`config.mk`:
```
export PLATFORM = sky130hd
export DESIGN_NAME = cbp_ctrl
export DESIGN_NICKNAME = d
export VERILOG_FILES = /design/src/hw/rtl/cbp_pkg.sv /design/src/hw/rtl/cbp_ctrl.sv
export SDC_FILE = /design/constraint.sdc
export NUM_CORES = 1
export LEC_CHECK = 0
export BUFFER_PORTS_ARGS = -buffer_cell sky130_fd_sc_hd__clkbuf_2
export CORE_AREA = 2 2 39 41
export CTS_CLUSTER_SIZE = 14
export DETAILED_ROUTE_END_ITERATION = 16
export DIE_AREA = 0 0 41 43
export PLACE_DENSITY = 0.73
export SKIP_LAST_GASP = 1
export SLEW_MARGIN = 10
export SYNTH_ARGS = -nofsm -noshare
export SYNTH_HDL_FRONTEND = slang
export SYNTH_SLANG_ARGS = --single-unit
```
`constraint.sdc`:
```
create_clock -name clk -period 1.3 [get_ports clk]
set_input_delay 0.065 -clock clk [delete_from_list [all_inputs] [get_ports clk]]
set_output_delay 0.065 -clock clk [all_outputs]
set_load 0.1 [all_outputs]
```
`src/hw/rtl/cbp_pkg.sv`:
```
// Package for the convolutional branch predictor.
// Holds shared field widths, register indexes, the controller state type and
// the command/status structs. No dependencies.
package cbp_pkg;

  // Fixed field widths
  localparam int ADDR_W     = 64;
  localparam int OUT_W      = 22;
  localparam int THR_W      = 12;
  localparam int SPD_W      = 5;
  localparam int TC_W       = 6;
  localparam int CFG_IDX_W  = 1;
  localparam int CFG_DATA_W = 12;
  localparam int N_TAPS     = 4;

  // Register indexes on the configuration port
  localparam logic [CFG_IDX_W-1:0] REG_INIT_THR    = 1'b0;
  localparam logic [CFG_IDX_W-1:0] REG_ADAPT_SPEED = 1'b1;

  // Register reset values and limits
  localparam logic [THR_W-1:0] THR_RST = 12'd69;
  localparam logic [SPD_W-1:0] SPD_RST = 5'd18;
  localparam logic [THR_W-1:0] THR_MAX = 12'd4095;

  // Request codes
  localparam logic REQ_PREDICT = 1'b0;
  localparam logic REQ_RESOLVE = 1'b1;

  typedef enum logic [3:0] {
    S_CLEAR,
    S_IDLE,
    S_P_RD,
    S_P_LOAD,
    S_P_MAC,
    S_P_FIN,
    S_R_RD,
    S_R_CMP,
    S_SH_RD,
    S_SH_WR,
    S_R_IDX,
    S_T_LOAD,
    S_T_STEP,
    S_T_FIN
  } state_t;

  // Controller to datapath
  typedef struct packed {
    logic clr_step;
    logic accept;
    logic p_read;
    logic p_load;
    logic mac_step;
    logic p_fin;
    logic r_cmp;
    logic sh_read;
    logic sh_write;
    logic r_idx;
    logic r_none;
    logic t_load;
    logic t_step;
    logic t_fin;
  } cmd_t;

  // Datapath to controller
  typedef struct packed {
    logic clr_last;
    logic step_last;
    logic k_end;
    logic k_last;
    logic match;
    logic train;
  } sts_t;

endpackage

```
`src/hw/rtl/cbp_ctrl.sv`:
```
// Controller state machine of the convolutional branch predictor.
// Depends on cbp_pkg for the state type and the command/status structs.
module cbp_ctrl (
  input  logic           clk,
  input  logic           rst_n,
  input  logic           start,
  input  logic           req_type,
  input  cbp_pkg::sts_t  sts,
  output cbp_pkg::cmd_t  cmd,
  output logic           busy
);

  cbp_pkg::state_t state_r, state_nxt;

  // State register; reset starts the table clearing pass
  always_ff @(posedge clk) begin
    if (!rst_n) begin
      state_r <= cbp_pkg::S_CLEAR;
    end else begin
      state_r <= state_nxt;
    end
  end

  // Next state
  always_comb begin
    state_nxt = state_r;
    unique case (state_r)
      cbp_pkg::S_CLEAR:  if (sts.clr_last) state_nxt = cbp_pkg::S_IDLE;
      cbp_pkg::S_IDLE: begin
        if (start) begin
          state_nxt = (req_type == cbp_pkg::REQ_RESOLVE) ? cbp_pkg::S_R_RD : cbp_pkg::S_P_RD;
        end
      end
      cbp_pkg::S_P_RD:   state_nxt = cbp_pkg::S_P_LOAD;
      cbp_pkg::S_P_LOAD: state_nxt = cbp_pkg::S_P_MAC;
      cbp_pkg::S_P_MAC:  if (sts.step_last) state_nxt = cbp_pkg::S_P_FIN;
      cbp_pkg::S_P_FIN:  state_nxt = cbp_pkg::S_IDLE;
      cbp_pkg::S_R_RD:   state_nxt = sts.k_end ? cbp_pkg::S_IDLE : cbp_pkg::S_R_CMP;
      cbp_pkg::S_R_CMP:  state_nxt = sts.match ? cbp_pkg::S_SH_RD : cbp_pkg::S_R_RD;
      cbp_pkg::S_SH_RD:  state_nxt = sts.k_last ? cbp_pkg::S_R_IDX : cbp_pkg::S_SH_WR;
      cbp_pkg::S_SH_WR:  state_nxt = cbp_pkg::S_SH_RD;
      cbp_pkg::S_R_IDX:  state_nxt = sts.train ? cbp_pkg::S_T_LOAD : cbp_pkg::S_IDLE;
      cbp_pkg::S_T_LOAD: state_nxt = cbp_pkg::S_T_STEP;
      cbp_pkg::S_T_STEP: if (sts.step_last) state_nxt = cbp_pkg::S_T_FIN;
      cbp_pkg::S_T_FIN:  state_nxt = cbp_pkg::S_IDLE;
      default:           state_nxt = cbp_pkg::S_IDLE;
    endcase
  end

  // Commands to the datapath
  always_comb begin
    cmd  = '0;
    busy = (state_r != cbp_pkg::S_IDLE);
    unique case (state_r)
      cbp_pkg::S_CLEAR:  cmd.clr_step = 1'b1;
      cbp_pkg::S_IDLE:   cmd.accept   = start;
      cbp_pkg::S_P_RD:   cmd.p_read   = 1'b1;
      cbp_pkg::S_P_LOAD: cmd.p_load   = 1'b1;
      cbp_pkg::S_P_MAC:  cmd.mac_step = 1'b1;
      cbp_pkg::S_P_FIN:  cmd.p_fin    = 1'b1;
      cbp_pkg::S_R_RD:   cmd.r_none   = sts.k_end;
      cbp_pkg::S_R_CMP:  cmd.r_cmp    = 1'b1;
      cbp_pkg::S_SH_RD:  cmd.sh_read  = !sts.k_last;
      cbp_pkg::S_SH_WR:  cmd.sh_write = 1'b1;
      cbp_pkg::S_R_IDX:  cmd.r_idx    = 1'b1;
      cbp_pkg::S_T_LOAD: cmd.t_load   = 1'b1;
      cbp_pkg::S_T_STEP: cmd.t_step   = 1'b1;
      cbp_pkg::S_T_FIN:  cmd.t_fin    = 1'b1;
      default:           cmd          = '0;
    endcase
  end

endmodule

```
==> metrics.cfg <==
[yosys]
muxShareOfSynthArea_pct = 0
syn_nets = 78
synthDistinctLibCells = 27
syn_avg_cell_area_um2 = 6.51
syn_area_um2 = 443
synth_xor_area_share_pct = 0
synth_compound_area_share_pct = 29.7
synth-adder-area-share_pct = 0
syn_inst = 68
synth_seq_area_share_pct = 18.1
synth_top_family_by_area = simple AND/OR/NAND/NOR gates
synth_simple_gate_area_share_pct = 39.0
yosysWarnings = 0
ys_ff_latch = 4

[timing]
period_minus_slack_ns = 1.40
max_freq_mhz = 715
slew-limit-headroom_pct = 79.2
fin_ws_ns = -0.0976
finalCritPeriodShare_pct = 108
skew_ns = 0.000992
hold_slack_ns = 0.0982
worst-slew-pin-transition_ns = 0.312
slew_violations = 0
setup_viol = 13
hold_viol_final = 0
rsz0062_at_grt = true

[placement]
hpwl_mm = 1.39
io_buffers = 24
place_area_um2 = 1040
globalplace.congestion = 0.891

[final_layout]
largest_registers = state_r (4)
syn_to_final_growth_pct = 181
largest_reg_flops = 4
stdcell_area_um2 = 1240
nNetsFinal = 132
diodes = 0
top_register = state_r
drive_gt1_share_pct = 73.3

[detailed_routing]
drc_errors = 0
routedWlPerCell_um = 17.0
num_vias = 748
wirelength_mm = 2.31
ant_nets = 0
dr.first_iter.drc_count = 35
routed_via_density = 5.50
first_pass_iters = 4

[die]
fp.coreArea_um2 = 1380
die_w_um = 41
io_pins = 25
die_area_um2 = 1760
die_h_um = 43
rows = 14
initial_core_util_pct = 32.0

[grt]
antenna_found_initial = 0
overflow = 0
grt_pass1_vias = 702
grt_pass1_wl_mm = 3.04
grt_usage_pct = 24.8
grt_max_degree = 12

[clock_tree]
cts_tree = built
path_clk_slew_ns = 0.04
root_buffer = clkbuf_4
cts_hold_buf = 0
insertion_delay_ns = 0.25
clock_sinks = 4
cts_buffers = 3
cts_buffer_depth = 2
cts_htree_levels = 1

[critical_path]
cp_max_fo = 6
path_class = reg2out
r2r-end = state_r[1]
worstReg2RegStart = state_r[2]
critPathLaunchType = flip-flop
endpoint_kind = output pin
r2r_cells = 6
regToRegSetupSlack_ns = -0.08
cp.required_ns = 1.24
crit_arrival_ns = 1.33

[power]
cellLeakagePower_uw = 0.000513
power.density_nw_per_um2 = 474
vdd_drop_max_mv = 0.718

[flow_run]
drv_cap = 0

[hold_path]
worstHoldPathType = in2reg
whs_endpoint = state_r[1]
holdPathStages = 3
holdCritStartpoint = rst_n

[run_status]
violations = negative setup slack
status = finished with violations

-- worst max path at each step --
stage | from | to | slack, ns | depth (start not counted)
floorplan | state_r[1] | cmd[12] | -1.16 | 4
global placement | state_r[1] | state_r[2] | 0.07 | 5
detailed placement | state_r[1] | state_r[2] | 0.05 | 5
CTS | state_r[1] | cmd[6] | -0.13 | 4
global route | state_r[2] | state_r[1] | -0.13 | 6
finish | state_r[1] | cmd[6] | -0.1 | 4
-- cells in the mapped netlist --
master / number / area share [%]
a211o_1: 1 / 2.0
a21o_1: 1 / 1.7
a21oi_1: 6 / 6.8
a311oi_2: 1 / 3.4
buf_2: 2 / 2.3
buf_6: 2 / 5.1
clkbuf_1: 1 / 0.85
dfxtp_1: 4 / 18
inv_1: 5 / 4.2
inv_2: 1 / 0.85
nand2_1: 5 / 4.2
nand2b_1: 2 / 2.8
nand2b_2: 2 / 4.0
nand3_1: 3 / 3.4
nand3b_1: 1 / 1.7
nand4_1: 1 / 1.4
nor2_1: 11 / 9.3
nor2b_1: 1 / 1.4
nor3_1: 7 / 7.9
o21a_1: 1 / 1.7
o21ai_0: 4 / 4.5
o21ai_1: 1 / 1.1
o21ai_2: 1 / 2.0
o22ai_4: 1 / 4.5
o32ai_1: 1 / 2.0
or2_1: 1 / 1.4
or3_1: 1 / 1.4
-- per-stage QoR --
stage          utilization (%)  power, uW  TNS, ns  std cells  setup WS [ns]
3_3_place_gp              75.0        380        0        121         0.0700
3_5_place_dp              75.0        384        0        121         0.0486
6_report                  89.9        589   -0.668        136        -0.0976
5_1_grt                   89.9        606    -1.13        136         -0.131
4_1_cts                   83.4        559   -0.497        130         -0.129
2_1_floorplan                -        293    -2.43         68          -1.16
-- final cells by class --
| cell class | instances | area (um2) |
|---|---|---|
| inverters | 6 | 27.5 |
| flip-flops and latches | 4 | 90.1 |
| multi-input cells | 53 | 473 |
| well taps | 16 | 20.0 |
| repair buffers | 54 | 611 |
| fillers | 60 | 140 |
| clock buffers | 3 | 22.5 |
-- routing by layer --
layer	global-route usage (%)	vias up	part of all wire [%]
met1	30.8	353	41
li1	-	342	-
met5	0	-	0
met3	1.57	12	4.9
met4	5.33	0	3.7
met2	43.8	41	51
-- power by group --
group | total [uW] | switching [uW] | internal [uW]
clock network | 172 | 67.6 | 104
registers | 130 | 5.80 | 124
logic | 287 | 170 | 118
total | 589 | 243 | 346
-- cell families (layout without fill, tap and decap cells) --
family / count (synthesis) / after routing
DFF: 4 / 4
buffers and inverters: 11 / 63
and+or+nand+nor: 35 / 35
AOI/OAI and AO/OA: 18 / 18
-- layout by cell type (no fill, tap or decap), types with 3 or more instances in the layout --
cell type / count
nand3_1: 3
inv_1: 4
buf_12: 16
clkbuf_2: 10
clkbuf_4: 3
buf_6: 8
o21ai_0: 4
nor3_4: 5
nor2_4: 9
buf_4: 20
a21oi_1: 5
-- worst max-delay path, stage by stage (launching register included) --
cell and delay, ns:
dfxtp_2 0.33, or2_4 0.26, buf_6 0.15, nor3_4 0.15, buf_12 0.20
-- repair_timing --
| action | 4_1_cts | 5_1_grt |
|---|---|---|
| buffers inserted | 6 | 6 |
| setup endpoints to repair | 15 | 16 |
| resized for setup | 15 | 10 |
| cloned | 0 | 0 |
| pin swaps | 7 | 5 |
Note: power is estimated with default switching activity, not from simulation.
